[config.mk]
export PLATFORM = sky130hd
export DESIGN_NAME = manchester_pulse_decoder
export DESIGN_NICKNAME = d
export VERILOG_FILES = /design/src/rtl/mpd_pkg.sv /design/src/rtl/mpd_cfg.sv /design/src/rtl/mpd_meter.sv /design/src/rtl/mpd_frame.sv /design/src/rtl/manchester_pulse_decoder.sv
export VERILOG_INCLUDE_DIRS = /design/src /design/src/rtl
export SDC_FILE = /design/constraint.sdc
export NUM_CORES = 1
export LEC_CHECK = 0
export ABC_CLOCK_PERIOD_IN_PS = 8900
export BUFFER_PORTS_ARGS = -buffer_cell sky130_fd_sc_hd__buf_2
export CAP_MARGIN = 25
export CORE_UTILIZATION = 30
export DETAILED_ROUTE_END_ITERATION = 12
export GPL_TIMING_DRIVEN = 0
export PLACE_DENSITY = 0.42
export RECOVER_POWER = 25
export REMOVE_ABC_BUFFERS = 1
export SLEW_MARGIN = 15
export SYNTH_ARGS = -nofsm -noshare
export SYNTH_HDL_FRONTEND = slang
export SYNTH_HIERARCHICAL = 1
export SYNTH_SLANG_ARGS = --single-unit
[constraint.sdc]
create_clock -name clk -period 8.9 [get_ports clk]
set_input_delay 0.89 -clock clk [delete_from_list [all_inputs] [get_ports clk]]
set_output_delay 0.89 -clock clk [all_outputs]
set_load 0.01 [all_outputs]
[src/rtl/manchester_pulse_decoder_assert.svh]
// Assertion macros for the pulse decoder.
`ifndef MANCHESTER_PULSE_DECODER_ASSERT_SVH
`define MANCHESTER_PULSE_DECODER_ASSERT_SVH

// Same-cycle implication, checked out of reset.
`define MPD_ASSERT_NOW(label, clk, rst, ante, cons, msg) \
  label: assert property (@(posedge clk) disable iff (rst) (ante) |-> (cons)) \
    else $error(msg);

// Next-cycle implication, checked out of reset.
`define MPD_ASSERT_NEXT(label, clk, rst, ante, cons, msg) \
  label: assert property (@(posedge clk) disable iff (rst) (ante) |=> (cons)) \
    else $error(msg);

`endif

[src/rtl/mpd_pkg.sv]
// Types, constants and helpers shared by the pulse decoder modules.
package mpd_pkg;

  localparam int SAMPLE_W   = 8;
  localparam int HALF_W     = 9;
  localparam int TOL_W      = 8;
  localparam int BITS_W     = 7;
  localparam int SETTLE_W   = 12;
  localparam int TICK_W     = 12;
  localparam int CFG_IDX_W  = 3;
  localparam int CFG_DATA_W = 12;

  localparam int HEADER_PULSES_DEF = 16;
  localparam int MAX_BITS_DEF      = 96;
  localparam int SYNC_PULSES_DEF   = 3;
  localparam int TARGET_CAP        = 126;

  localparam logic [SAMPLE_W-1:0] LOW_THR_RST     = 8'd114;
  localparam logic [SAMPLE_W-1:0] HIGH_THR_RST    = 8'd140;
  localparam logic [HALF_W-1:0]   HALF_PERIOD_RST = 9'd192;
  localparam logic [TOL_W-1:0]    TOLERANCE_RST   = 8'd96;
  localparam logic [BITS_W-1:0]   EXP_BITS_RST    = 7'd32;
  localparam logic [SETTLE_W-1:0] SETTLE_RST      = 12'd2304;

  typedef enum logic [CFG_IDX_W-1:0] {
    CFG_LOW_THR     = 3'd0,
    CFG_HIGH_THR    = 3'd1,
    CFG_HALF_PERIOD = 3'd2,
    CFG_TOLERANCE   = 3'd3,
    CFG_EXP_BITS    = 3'd4,
    CFG_SETTLE      = 3'd5
  } cfg_idx_t;

  typedef enum logic {
    OP_SAMPLE = 1'b0,
    OP_START  = 1'b1
  } op_t;

  typedef enum logic [1:0] {
    ST_COMPLETE  = 2'd0,
    ST_NO_HEADER = 2'd1,
    ST_SYNC_BAD  = 2'd2,
    ST_SHORT     = 2'd3
  } status_t;

  typedef enum logic [2:0] {
    PH_IDLE   = 3'd0,
    PH_SETTLE = 3'd1,
    PH_HEADER = 3'd2,
    PH_SYNC   = 3'd3,
    PH_DATA   = 3'd4
  } phase_t;

  typedef logic [TICK_W-1:0] tick_t;

  typedef struct packed {
    op_t                 op;
    logic [SAMPLE_W-1:0] sample;
  } in_item_t;

  typedef struct packed {
    logic [1:0]        bit_pair;
    logic [1:0]        bit_total;
    logic [BITS_W-1:0] bit_index;
    logic              frame_done;
    status_t           status;
  } out_item_t;

  typedef struct packed {
    logic [SAMPLE_W-1:0] low_thr;
    logic [SAMPLE_W-1:0] high_thr;
    logic [HALF_W-1:0]   half_period;
    logic [TOL_W-1:0]    tolerance;
    logic [BITS_W-1:0]   expected_bits;
    logic [SETTLE_W-1:0] settle_ticks;
  } cfg_t;

  typedef struct packed {
    logic run;
    logic restart;
    logic edge_fall;
  } meter_ctl_t;

  typedef struct packed {
    logic  done;
    tick_t len;
  } pulse_t;

  // p within [max(len - tol, 0), len + tol]
  function automatic logic near_len(tick_t p, tick_t len, logic [TOL_W-1:0] tol);
    logic [TICK_W:0] tol_x;
    logic [TICK_W:0] lo;
    logic [TICK_W:0] hi;
    tol_x = {{(TICK_W + 1 - TOL_W){1'b0}}, tol};
    lo = ({1'b0, len} > tol_x) ? ({1'b0, len} - tol_x) : '0;
    hi = {1'b0, len} + tol_x;
    return ({1'b0, p} >= lo) && ({1'b0, p} <= hi);
  endfunction

endpackage

[src/rtl/mpd_cfg.sv]
// Configuration register file of the pulse decoder.
module mpd_cfg (
  input  logic                          clk,
  input  logic                          rst,
  input  logic                          cfg_en,
  input  logic [mpd_pkg::CFG_IDX_W-1:0] cfg_index,
  input  logic [mpd_pkg::CFG_DATA_W-1:0] cfg_data,
  output mpd_pkg::cfg_t                 cfg
);

  always_ff @(posedge clk) begin
    if (rst) begin
      cfg.low_thr       <= mpd_pkg::LOW_THR_RST;
      cfg.high_thr      <= mpd_pkg::HIGH_THR_RST;
      cfg.half_period   <= mpd_pkg::HALF_PERIOD_RST;
      cfg.tolerance     <= mpd_pkg::TOLERANCE_RST;
      cfg.expected_bits <= mpd_pkg::EXP_BITS_RST;
      cfg.settle_ticks  <= mpd_pkg::SETTLE_RST;
    end else if (cfg_en) begin
      unique case (mpd_pkg::cfg_idx_t'(cfg_index))
        mpd_pkg::CFG_LOW_THR:     cfg.low_thr       <= cfg_data[mpd_pkg::SAMPLE_W-1:0];
        mpd_pkg::CFG_HIGH_THR:    cfg.high_thr      <= cfg_data[mpd_pkg::SAMPLE_W-1:0];
        mpd_pkg::CFG_HALF_PERIOD: cfg.half_period   <= cfg_data[mpd_pkg::HALF_W-1:0];
        mpd_pkg::CFG_TOLERANCE:   cfg.tolerance     <= cfg_data[mpd_pkg::TOL_W-1:0];
        mpd_pkg::CFG_EXP_BITS:    cfg.expected_bits <= cfg_data[mpd_pkg::BITS_W-1:0];
        mpd_pkg::CFG_SETTLE:      cfg.settle_ticks  <= cfg_data[mpd_pkg::SETTLE_W-1:0];
        default: ;
      endcase
    end
  end

endmodule

[src/rtl/mpd_meter.sv]
// Edge-to-edge pulse length measurement with hysteresis and timeout.
module mpd_meter (
  input  logic                         clk,
  input  logic                         rst,
  input  mpd_pkg::cfg_t                cfg,
  input  mpd_pkg::meter_ctl_t          ctl,
  input  logic [mpd_pkg::SAMPLE_W-1:0] sample,
  output mpd_pkg::pulse_t              pulse
);

  logic [1:0]     step;
  logic [1:0]     step_next;
  mpd_pkg::tick_t timeout_count;
  mpd_pkg::tick_t timeout_count_next;
  mpd_pkg::tick_t pulse_ticks;
  mpd_pkg::tick_t pulse_ticks_next;

  mpd_pkg::tick_t tc_inc;
  mpd_pkg::tick_t pt_inc;
  mpd_pkg::tick_t limit;
  logic           timed_out;
  logic           want_high;
  logic           hit;

  // 8 half periods; 9 + 3 bits fill the tick counter exactly
  assign limit     = {cfg.half_period, 3'b000};
  assign tc_inc    = timeout_count + 1'b1;
  assign timed_out = tc_inc > limit;
  assign pt_inc    = (step != 2'd0) ? pulse_ticks + 1'b1 : pulse_ticks;
  assign want_high = (step != 2'd1) == !ctl.edge_fall;
  assign hit       = want_high ? (sample >= cfg.high_thr) : (sample <= cfg.low_thr);

  assign pulse.done = timed_out || (hit && step == 2'd2);
  assign pulse.len  = timed_out ? '0 : pt_inc;

  always_comb begin
    step_next          = step;
    timeout_count_next = timeout_count;
    pulse_ticks_next   = pulse_ticks;
    if (ctl.restart || (ctl.run && pulse.done)) begin
      step_next          = 2'd0;
      timeout_count_next = '0;
      pulse_ticks_next   = '0;
    end else if (ctl.run) begin
      timeout_count_next = tc_inc;
      pulse_ticks_next   = (hit && step == 2'd0) ? '0 : pt_inc;
      step_next          = hit ? step + 2'd1 : step;
    end
  end

  always_ff @(posedge clk) begin
    if (rst) begin
      step          <= 2'd0;
      timeout_count <= '0;
      pulse_ticks   <= '0;
    end else begin
      step          <= step_next;
      timeout_count <= timeout_count_next;
      pulse_ticks   <= pulse_ticks_next;
    end
  end

endmodule

[src/rtl/mpd_frame.sv]
// Frame sequencer: settle, header search, sync check and bit decoding.
module mpd_frame #(
  parameter int HEADER_PULSES = mpd_pkg::HEADER_PULSES_DEF,
  parameter int MAX_BITS      = mpd_pkg::MAX_BITS_DEF,
  parameter int SYNC_PULSES   = mpd_pkg::SYNC_PULSES_DEF
) (
  input  logic                clk,
  input  logic                rst,
  input  mpd_pkg::cfg_t       cfg,
  input  logic                fire,
  input  mpd_pkg::in_item_t   item,
  input  mpd_pkg::pulse_t     pulse,
  output mpd_pkg::meter_ctl_t mctl,
  output logic                res_valid,
  output mpd_pkg::out_item_t  res
);

  localparam int TRY_W  = $clog2(HEADER_PULSES + 1);
  localparam int SYNC_W = $clog2(SYNC_PULSES + 1);
  localparam int BITS_W = mpd_pkg::BITS_W;
  localparam int SETTLE_W_DEC = mpd_pkg::SETTLE_W;
  localparam logic [BITS_W-1:0] LIMIT =
    BITS_W'((MAX_BITS < mpd_pkg::TARGET_CAP) ? MAX_BITS : mpd_pkg::TARGET_CAP);

  mpd_pkg::phase_t               phase;
  mpd_pkg::phase_t               phase_next;
  logic                          edge_fall;
  logic                          edge_fall_next;
  logic [mpd_pkg::SETTLE_W-1:0]  settle_count;
  logic [mpd_pkg::SETTLE_W-1:0]  settle_count_next;
  logic [TRY_W-1:0]              header_tries;
  logic [TRY_W-1:0]              header_tries_next;
  logic [SYNC_W-1:0]             sync_count;
  logic [SYNC_W-1:0]             sync_count_next;
  logic [BITS_W-1:0]             bits_done;
  logic [BITS_W-1:0]             bits_done_next;

  logic                          sample_tick;
  logic                          measuring;
  logic                          pdone;
  mpd_pkg::tick_t                h_x;
  mpd_pkg::tick_t                len2;
  mpd_pkg::tick_t                len3;
  mpd_pkg::tick_t                len4;
  logic                          near2;
  logic                          near3;
  logic                          near4;
  logic [BITS_W-1:0]             target;
  logic [TRY_W:0]                tries_inc;
  logic [SYNC_W:0]               sync_inc;
  logic                          header_out;
  logic                          sync_full;
  logic [SETTLE_W_DEC-1:0]       settle_dec;
  logic [1:0]                    pair;
  logic [1:0]                    total;
  logic [BITS_W:0]               bits_sum;
  logic                          target_hit;

  assign sample_tick = fire && item.op == mpd_pkg::OP_SAMPLE;
  assign measuring   = phase == mpd_pkg::PH_HEADER || phase == mpd_pkg::PH_SYNC
                    || phase == mpd_pkg::PH_DATA;
  assign pdone       = sample_tick && measuring && pulse.done;

  assign mctl.run       = sample_tick && measuring;
  assign mctl.restart   = fire && item.op == mpd_pkg::OP_START;
  assign mctl.edge_fall = edge_fall;

  assign h_x   = {{(mpd_pkg::TICK_W - mpd_pkg::HALF_W){1'b0}}, cfg.half_period};
  assign len2  = {h_x[mpd_pkg::TICK_W-2:0], 1'b0};
  assign len4  = {h_x[mpd_pkg::TICK_W-3:0], 2'b00};
  assign len3  = len2 + h_x;
  assign near2 = mpd_pkg::near_len(pulse.len, len2, cfg.tolerance);
  assign near3 = mpd_pkg::near_len(pulse.len, len3, cfg.tolerance);
  assign near4 = mpd_pkg::near_len(pulse.len, len4, cfg.tolerance);

  assign target     = (cfg.expected_bits > LIMIT) ? LIMIT : cfg.expected_bits;
  assign tries_inc  = {1'b0, header_tries} + 1'b1;
  assign header_out = tries_inc >= (TRY_W + 1)'(HEADER_PULSES);
  assign sync_inc   = {1'b0, sync_count} + 1'b1;
  assign sync_full  = sync_inc >= (SYNC_W + 1)'(SYNC_PULSES);
  assign settle_dec = (settle_count != '0) ? settle_count - 1'b1 : settle_count;

  // data pulse decode; checks go shortest length first
  always_comb begin
    pair  = 2'b00;
    total = 2'd0;
    priority if (near2) begin
      pair  = edge_fall ? 2'b01 : 2'b00;
      total = 2'd1;
    end else if (near3) begin
      pair  = edge_fall ? 2'b00 : 2'b11;
      total = 2'd2;
    end else if (near4) begin
      pair  = edge_fall ? 2'b01 : 2'b10;
      total = 2'd2;
    end
  end

  assign bits_sum   = {1'b0, bits_done} + {{(BITS_W - 1){1'b0}}, total};
  assign target_hit = bits_sum >= {1'b0, target};

  // next state
  always_comb begin
    phase_next        = phase;
    edge_fall_next    = edge_fall;
    settle_count_next = settle_count;
    header_tries_next = header_tries;
    sync_count_next   = sync_count;
    bits_done_next    = bits_done;
    if (mctl.restart) begin
      edge_fall_next    = 1'b0;
      header_tries_next = '0;
      sync_count_next   = '0;
      bits_done_next    = '0;
      settle_count_next = cfg.settle_ticks;
      phase_next        = (cfg.settle_ticks == '0) ? mpd_pkg::PH_HEADER
                                                   : mpd_pkg::PH_SETTLE;
    end else if (sample_tick) begin
      unique case (phase)
        mpd_pkg::PH_SETTLE: begin
          settle_count_next = settle_dec;
          if (settle_dec == '0) phase_next = mpd_pkg::PH_HEADER;
        end
        mpd_pkg::PH_HEADER: begin
          if (pdone) begin
            if (near3) begin
              phase_next      = mpd_pkg::PH_SYNC;
              sync_count_next = '0;
            end else begin
              header_tries_next = tries_inc[TRY_W-1:0];
              if (header_out) phase_next = mpd_pkg::PH_IDLE;
            end
          end
        end
        mpd_pkg::PH_SYNC: begin
          if (pdone) begin
            if (!near2) begin
              phase_next = mpd_pkg::PH_IDLE;
            end else begin
              sync_count_next = sync_inc[SYNC_W-1:0];
              if (sync_full) begin
                bits_done_next = '0;
                phase_next     = (target == '0) ? mpd_pkg::PH_IDLE : mpd_pkg::PH_DATA;
              end
            end
          end
        end
        mpd_pkg::PH_DATA: begin
          if (pdone) begin
            if (total == 2'd0) begin
              phase_next = mpd_pkg::PH_IDLE;
            end else begin
              bits_done_next = bits_sum[BITS_W-1:0];
              if (!near2 && near3) edge_fall_next = !edge_fall;
              if (target_hit) phase_next = mpd_pkg::PH_IDLE;
            end
          end
        end
        default: ;
      endcase
    end
  end

  // result
  always_comb begin
    res_valid      = 1'b0;
    res            = '0;
    res.status     = mpd_pkg::ST_COMPLETE;
    if (pdone) begin
      unique case (phase)
        mpd_pkg::PH_HEADER: begin
          if (!near3 && header_out) begin
            res_valid      = 1'b1;
            res.frame_done = 1'b1;
            res.status     = mpd_pkg::ST_NO_HEADER;
          end
        end
        mpd_pkg::PH_SYNC: begin
          if (!near2) begin
            res_valid      = 1'b1;
            res.frame_done = 1'b1;
            res.status     = mpd_pkg::ST_SYNC_BAD;
          end else if (sync_full && target == '0) begin
            res_valid      = 1'b1;
            res.frame_done = 1'b1;
          end
        end
        mpd_pkg::PH_DATA: begin
          res_valid     = 1'b1;
          res.bit_index = bits_done;
          if (total == 2'd0) begin
            res.frame_done = 1'b1;
            res.status     = mpd_pkg::ST_SHORT;
          end else begin
            res.bit_pair   = pair;
            res.bit_total  = total;
            res.frame_done = target_hit;
          end
        end
        default: ;
      endcase
    end
  end

  always_ff @(posedge clk) begin
    if (rst) begin
      phase        <= mpd_pkg::PH_IDLE;
      edge_fall    <= 1'b0;
      settle_count <= '0;
      header_tries <= '0;
      sync_count   <= '0;
      bits_done    <= '0;
    end else begin
      phase        <= phase_next;
      edge_fall    <= edge_fall_next;
      settle_count <= settle_count_next;
      header_tries <= header_tries_next;
      sync_count   <= sync_count_next;
      bits_done    <= bits_done_next;
    end
  end

endmodule

[src/rtl/manchester_pulse_decoder.sv]
// Top level of the Manchester pulse-width decoder.
//
//   channel   direction  handshake             payload
//   in        in         in_valid / in_stall   in_req  (op, sample)
//   out       out        out_valid / out_stall out_res (bit_pair .. status)
//   cfg       in         cfg_en                cfg_index, cfg_data
//
// One request per cycle sustained while no stalled result is held; a taken
// request goes into the input register, and the sequencer then writes its result
// into the result register. The whole tick update is one pass through the meter
// and sequencer, so frame state is ready for the next tick every cycle.
// Reset clears all control state and loads the register defaults.
// A stalled result holds the result register; the next request still
// lands in the input register, and in_stall rises only once both are full.
`include "manchester_pulse_decoder_assert.svh"

module manchester_pulse_decoder #(
  parameter int HEADER_PULSES = mpd_pkg::HEADER_PULSES_DEF,
  parameter int MAX_BITS      = mpd_pkg::MAX_BITS_DEF,
  parameter int SYNC_PULSES   = mpd_pkg::SYNC_PULSES_DEF
) (
  input  logic                           clk,
  input  logic                           rst,
  input  logic                           in_valid,
  output logic                           in_stall,
  input  mpd_pkg::in_item_t              in_req,
  output logic                           out_valid,
  input  logic                           out_stall,
  output mpd_pkg::out_item_t             out_res,
  input  logic                           cfg_en,
  input  logic [mpd_pkg::CFG_IDX_W-1:0]  cfg_index,
  input  logic [mpd_pkg::CFG_DATA_W-1:0] cfg_data
);

  mpd_pkg::cfg_t       cfg;
  mpd_pkg::meter_ctl_t mctl;
  mpd_pkg::pulse_t     pulse;
  mpd_pkg::in_item_t   in_q;
  logic                in_q_valid;
  logic                advance;
  logic                fire;
  logic                res_valid;
  mpd_pkg::out_item_t  res;

  assign advance  = !out_valid || !out_stall;
  assign fire     = in_q_valid && advance;
  assign in_stall = in_q_valid && !advance;

  always_ff @(posedge clk) begin
    if (rst) begin
      in_q_valid <= 1'b0;
    end else if (!in_stall) begin
      in_q_valid <= in_valid;
    end
  end

  always_ff @(posedge clk) begin
    if (in_valid && !in_stall) begin
      in_q <= in_req;
    end
  end

  always_ff @(posedge clk) begin
    if (rst) begin
      out_valid <= 1'b0;
    end else begin
      out_valid <= fire ? res_valid : (out_valid && out_stall);
    end
  end

  always_ff @(posedge clk) begin
    if (fire && res_valid) begin
      out_res <= res;
    end
  end

  mpd_cfg u_cfg (
    .clk       (clk),
    .rst       (rst),
    .cfg_en    (cfg_en),
    .cfg_index (cfg_index),
    .cfg_data  (cfg_data),
    .cfg       (cfg)
  );

  mpd_meter u_meter (
    .clk    (clk),
    .rst    (rst),
    .cfg    (cfg),
    .ctl    (mctl),
    .sample (in_q.sample),
    .pulse  (pulse)
  );

  mpd_frame #(
    .HEADER_PULSES (HEADER_PULSES),
    .MAX_BITS      (MAX_BITS),
    .SYNC_PULSES   (SYNC_PULSES)
  ) u_frame (
    .clk       (clk),
    .rst       (rst),
    .cfg       (cfg),
    .fire      (fire),
    .item      (in_q),
    .pulse     (pulse),
    .mctl      (mctl),
    .res_valid (res_valid),
    .res       (res)
  );

  `MPD_ASSERT_NOW(a_stall_only_when_full, clk, rst, in_stall,
    in_q_valid && out_valid && out_stall, "input stalled with a free stage")
  `MPD_ASSERT_NOW(a_empty_result_ends_frame, clk, rst,
    out_valid && out_res.bit_total == 2'd0, out_res.frame_done,
    "result without bits does not end the frame")
  `MPD_ASSERT_NOW(a_error_has_no_bits, clk, rst,
    out_valid && out_res.status != mpd_pkg::ST_COMPLETE,
    out_res.frame_done && out_res.bit_total == 2'd0,
    "error status on a result carrying bits")
  `MPD_ASSERT_NEXT(a_no_result_from_start, clk, rst,
    fire && in_q.op == mpd_pkg::OP_START, !out_valid || $stable(out_res),
    "start request produced a result")

endmodule

==> metrics, run 1 <==
class of the worst hold path reg -> reg; Layout area overhead 11.85%; f_max 0.1189 GHz; ANT nets after route 0; Least-Margin Pin Slew 1033 ps; number of synthesized flops with an enable pin 23; Detailed Place HPWL 27350 um; GR Util met3 2.549%; Net Switching 0.4744 mW; sequential power share 38.7%; PD cells 124.5 mW/mm^2; global-route wire length before repair 56470 um; YS warnings 6; port buffer count 44; share of layout cells above drive strength 1 9.488%; CP required 9230 ps; predominant post-synthesis flop cell dfxtp_1; clock-pin slew on the worst setup and hold paths 60 ps; WS Path Type reg -> reg; CTS H-Tree Depth 4; drt pass-1 iters 5; antenna violations before repair 0; Internal Pwr Total 1.180 mW; syn avg cell area 8.303 sq um; row cnt 72; Final Total Pwr 1.654 mW; clock buffer depth 2; vias in the first global route 9975; Comb pwr share 18.0%; DP Area 0.01263 sq mm; # setup viols final 0; core area 0.03883 sq mm; Layout Skew 11.88 ps; total track usage 17.90%; most prevalent standard cell on the critical path ha_1; reg2reg setup slack 490 ps; clk_lat worst skew 430 ps; DIE AREA 0.04038 sq mm; Peak VDD IR 0.1316 mV; Clk pwr share 43.4%; critical path arrival 8740 ps; Synth async-reset ratio 0%; DIE WIDTH 200.9 um; GR Layer Usage met1 26.03%; Netlist cell types 86; Worst setup SP type register; Layout fillers 4067; WL per Instance 17.86 um; RSZ-0062 raised after global routing no; nets@finish 1662; CTS buffer count 17; DRT Wirelength 35410 um; DRC 0; Worst Setup End Kind register; final core utilization 34.21%; Antenna Cells 0; crit-path max FO 17; minimum clock period after layout 8414 ps; highest-delay cell along the critical path a2111oi_1; effective utilization at floorplan 30.58%; CTS tree done; max-cap viol count 0; Final period util 94.53%; routability cong. 0.8799; Root Buffer clkbuf_16; gr busiest metal met2; post-route cell area 0.01328 sq mm; Max transition margin 30.88%; Slew Viols, Final 0; largest net degree at the start of global routing 88; leakage power total 5.784 nW; DR iter-0 viols 580; vias post-DR 10278; Post-Syn Instances 1430; Mapped Area 0.01187 sq mm; Boundary Pins 45; met2 Use GR 27.46%; Final Hold Vio Count 0; crit-path max cell delay 750 ps; synthesized flop and latch total 133; Sw Share 28.68%; Inst Count DP 1948; via/cell ratio 5.183; outcome finished clean; GRT overflow 0; Seq/Total Area, Yosys 24.36%; height of the die 200.9 um; clk sinks 133; non-filler instance count after layout 1983
[stage by stage]
stage                     hold slack, ps  TNS, ps  worst slack, ps
after floorplan                    447.6        0             1854
after global placement             462.1    -2010           -534.2
after detailed placement           469.7   -867.8           -252.8
after CTS                          477.9        0            3.668
after global routing               501.9        0            61.74
final                              478.6        0            486.5
[power groups by stage]
stage	logic (mW)	clock network, mW	registers [mW]
5_1_grt	0.336	0.771	0.641
3_3_place_gp	0.292	0	0.653
2_1_floorplan	0.213	0	0.645
4_1_cts	0.296	0.740	0.639
6_report	0.297	0.718	0.639
3_5_place_dp	0.295	0	0.653
[logic make-up after synthesis]
group                    share of synthesized area (%)
AO/OA/AOI/OAI                                    17.84
XOR/XNOR                                         5.385
adder cells (fa/ha/maj)                          19.52
buffers and inverters                            5.332
flip-flops                                       24.36
multiplexers                                     5.332
AND/OR/NAND/NOR                                  22.23
[state kept, by name, indices dropped and copies added, names as in the netlist, 2 cells and up]
register / count
u_meter/step: 2
u_frame/bits_done: 7
u_frame/settle_count: 12
in_q: 9
u_frame/phase: 3
u_cfg/cfg: 52
out_res: 14
u_meter/timeout_count: 12
u_meter/pulse_ticks: 12
u_frame/header_tries: 5
u_frame/sync_count: 2
[synth_stat cells (all sizes together), types with 11 or more instances]
cell type / instances / share of area [%]
o21ai: 58 / 2.5
a21o: 17 / 1.1
nor2b: 15 / 0.79
o21bai: 14 / 0.89
and3: 24 / 1.3
xor2: 20 / 1.5
o211ai: 15 / 0.95
nor3: 25 / 1.2
xnor2: 53 / 3.9
nor4: 11 / 0.58
dfxtp: 110 / 19
clkbuf: 37 / 1.2
nand2: 90 / 2.9
edfxtp: 23 / 5.8
o31ai: 14 / 1.3
nand2b: 69 / 3.6
nand4: 27 / 1.4
a21oi: 93 / 4.0
ha: 174 / 18
buf: 18 / 0.97
mux2i: 61 / 5.1
nor2: 149 / 4.7
a31oi: 30 / 1.6
nand3: 45 / 1.9
inv: 100 / 3.2
[layout make-up]
| class | count | area, sq um | area share (%) |
|---|---|---|---|
| clock inverters | 11 | 125.1 | 0.9421 |
| inverters | 101 | 379.1 | 2.854 |
| multi-input cells | 1141 | 8409 | 63.32 |
| repair buffers | 58 | 355.3 | 2.675 |
| well taps | 518 | 648.1 | 4.880 |
| flip-flops and latches | 133 | 2894 | 21.79 |
| clock buffers | 21 | 470.5 | 3.542 |
[worst paths after layout]
check / startpoint / endpoint / cells past startpoint
max reg2reg: u_meter/timeout_count[2] / u_frame/phase[1] / 30
min reg2reg: u_cfg/cfg[40] / u_cfg/cfg[40] / 2
max: u_meter/timeout_count[2] / u_frame/phase[1] / 30
min: u_cfg/cfg[40] / u_cfg/cfg[40] / 2
[per-layer routing]
metal  vias up  routed length, um
li1       5190                  -
met1      4898              18430
met2       170              15410
met3        20               1065
met4         0                503
met5         -                  0
[cells in the final DEF (no fill, tap or decap), types with 15 or more instances in the layout]
master / instances
a21oi_1: 91
nand4_1: 27
nand2_1: 88
a21o_1: 17
nor2b_1: 15
nand2b_1: 69
xor2_1: 20
ha_1: 174
o21ai_0: 47
inv_1: 98
and3_1: 24
mux2i_1: 61
nand3_1: 45
dfxtp_1: 109
edfxtp_1: 23
buf_2: 43
nor2_1: 145
clkbuf_16: 17
a31oi_1: 30
nor3_1: 22
xnor2_1: 53
o211ai_1: 15
[critical path, delay by kind of cell, from the launching register on]
| family | cells | cell delay (ps) |
|---|---|---|
| fa+ha+maj | 5 | 1550 |
| flops | 1 | 430 |
| compound gates | 9 | 2800 |
| simple gates | 12 | 2720 |
| buf+inv | 2 | 350 |
| xor+xnor | 2 | 480 |
[repair_timing]
item,CTS,global route
setup endpoints to repair,4,4
setup buffers,0,2
hold buffers,0,0
pin swaps,0,1
gates resized for setup,2,8
Power figures use the tool's default switching activity.
==> inputs of run 2 (changes only) <==
Settings changed: CORE_UTILIZATION 30 to 45, PLACE_DENSITY 0.42 to 0.58.
==> run 2 against run 1 <==
Net effect: non-clock buffer count down 9; die area shrank 33%; critical path depth did not move; sequential share of layout area increased by 0.63 points; critical path type unchanged.
==> metrics, run 2 (synthesis results as in run 1) <==
leading cell types in the layout, fill and taps excluded ha_1, nor2_1, dfxtp_1 (unchanged); Layout fillers 2527 (was 4067); Least-Margin Pin Slew 1037 ps (was 1033 ps); antenna violations before repair 0 (unchanged); Boundary Pins 45 (unchanged); commonest non-fill, non-tap cell in the layout ha_1 (unchanged); ANT nets after route 0 (unchanged); clk_lat worst skew 440 ps (was 430 ps); DRT Wirelength 32340 um (was 35410 um); row cnt 59 (was 72); class of the worst hold path reg -> reg (unchanged); max FFs per register 52 (unchanged); Final Hold Vio Count 0 (unchanged); Post-Place Worst Slack 371.1 ps (was -252.8 ps); Slew Viols, Final 0 (unchanged); DP Area 0.01230 sq mm (was 0.01263 sq mm); nets@finish 1653 (was 1662); CTS H-Tree Depth 4 (unchanged); Worst setup SP type register (unchanged); CTS buffer count 17 (unchanged); minimum clock period after layout 8282 ps (was 8414 ps); critical path launch point u_meter/timeout_count[2] (unchanged); WS Path Type reg -> reg (unchanged); share of layout cells above drive strength 1 8.791% (was 9.488%); clk sinks 133 (unchanged); global-route wire length before repair 51270 um (was 56470 um); drt pass-1 iters 5 (unchanged); total track usage 24.61% (was 17.90%); # setup viols final 0 (unchanged); DR iter-0 viols 744 (was 580); final core utilization 49.65% (was 34.21%); via/cell ratio 5.749 (was 5.183); DIE WIDTH 164.4 um (was 200.9 um); routability cong. 0.8955 (was 0.8799); Layout Skew 21.47 ps (was 11.88 ps); GRT overflow 0 (unchanged); Peak VDD IR 0.1028 mV (was 0.1316 mV); r2r startpoint u_meter/timeout_count[2] (unchanged); effective utilization at floorplan 45.70% (was 30.58%); CTS tree done (unchanged); Antenna Cells 0 (unchanged); critical path arrival 8560 ps (was 8740 ps); highest-delay cell along the critical path nor2_1 (was a2111oi_1); clock-pin slew on the worst setup and hold paths 60 ps (about the same); port buffer count 44 (unchanged); post-route cell area 0.01290 sq mm (was 0.01328 sq mm); crit-path max cell delay 830 ps (was 750 ps); final worst slack 618.1 ps (was 486.5 ps); height of the die 164.4 um (was 200.9 um); worst hold start u_frame/bits_done[0] (was u_cfg/cfg[40]); clock buffer depth 2 (unchanged); hold buffer count at cts 0 (unchanged); Final period util 93.05% (was 94.53%); post-CTS sizing 0 (was 2); postcts setup bufs 0 (unchanged); DIE AREA 0.02704 sq mm (was 0.04038 sq mm); Root Buffer clkbuf_16 (unchanged); Reg2Reg Depth 30 (unchanged); largest reg by FF count u_cfg/cfg (unchanged); core area 0.02598 sq mm (was 0.03883 sq mm); max-cap viol count 0 (unchanged); vias post-DR 10297 (was 10278); Reg2Reg Capture Point u_frame/phase[1] (unchanged); DRC 0 (unchanged); reg2reg setup slack 620 ps (was 490 ps); crit-path max FO 17 (unchanged); RSZ-0062 raised after global routing no (unchanged); Detailed Place HPWL 24350 um (was 27350 um); PD cells 126.7 mW/mm^2 (was 124.5 mW/mm^2); leakage power total 5.696 nW (was 5.784 nW); Worst Setup EP u_frame/phase[1] (unchanged); WL per Instance 18.05 um (was 17.86 um); outcome finished clean (unchanged); Final Total Pwr 1.634 mW (was 1.654 mW); Max transition margin 30.61% (was 30.88%); largest net degree at the start of global routing 95 (was 88); Layout area overhead 8.651% (was 11.85%); Top Registers u_cfg/cfg (52), out_res (14) (unchanged); Worst Setup End Kind register (unchanged); CP required 9180 ps (was 9230 ps); vias in the first global route 9672 (was 9975); f_max 0.1207 GHz (was 0.1189 GHz)
-- run 2: layout make-up --
class | count | area (sq um) | area share [%]
multi-input cells | 1141 | 8393 | 65.06
well taps | 335 | 419.2 | 3.249
flip-flops and latches | 133 | 2893 | 22.42
inverters | 101 | 379.1 | 2.939
clock buffers | 20 | 467.9 | 3.627
repair buffers | 49 | 242.7 | 1.881
clock inverters | 12 | 106.4 | 0.8244
-- run 2: routing by layer --
layer  vias to the layer above  wire length [um]  share of wire, %  GRT usage (%)
met2                       227             14530                45          39.09
met3                        44              1312               4.1          3.265
met5                         -                 0                 0              0
met4                         0               835               2.6          8.132
met1                      4867             15660                48          34.25
li1                       5159                 -                 -              -
-- run 2: worst min path at each step --
stage | depth (start not counted) | endpoint
2_1_floorplan | 2 | u_frame/bits_done[0]
3_3_place_gp | 2 | u_cfg/cfg[46]
3_5_place_dp | 2 | u_cfg/cfg[37]
4_1_cts | 2 | u_frame/bits_done[0]
5_1_grt | 2 | u_cfg/cfg[42]
6_report | 2 | u_frame/bits_done[0]
-- run 2: report_power, final --
part           switching [mW]  internal, mW
registers              0.0159         0.623
clock network           0.313         0.391
logic                   0.174         0.118
total                   0.503          1.13
-- run 2: critical path: cells and delay by family (launching register included) --
kind / cells / cell delay [ps]
AOI/OAI and AO/OA: 12 / 2760
xor gates and xnor gates: 1 / 280
adders and majority gates: 5 / 1730
buffers and inverters: 2 / 130
DFF: 1 / 420
and+or+nand+nor: 10 / 2800
-- run 2: stage by stage --
stage | hold WS, ps | setup TNS [ps] | instances
after floorplan | 447.6 | 0 | 1375
after global placement | 463.5 | -6.359 | 1754
after detailed placement | 468.4 | 0 | 1758
after CTS | 479.3 | 0 | 1790
after global routing | 498.8 | 0 | 1791
final | 477.4 | 0 | 1791
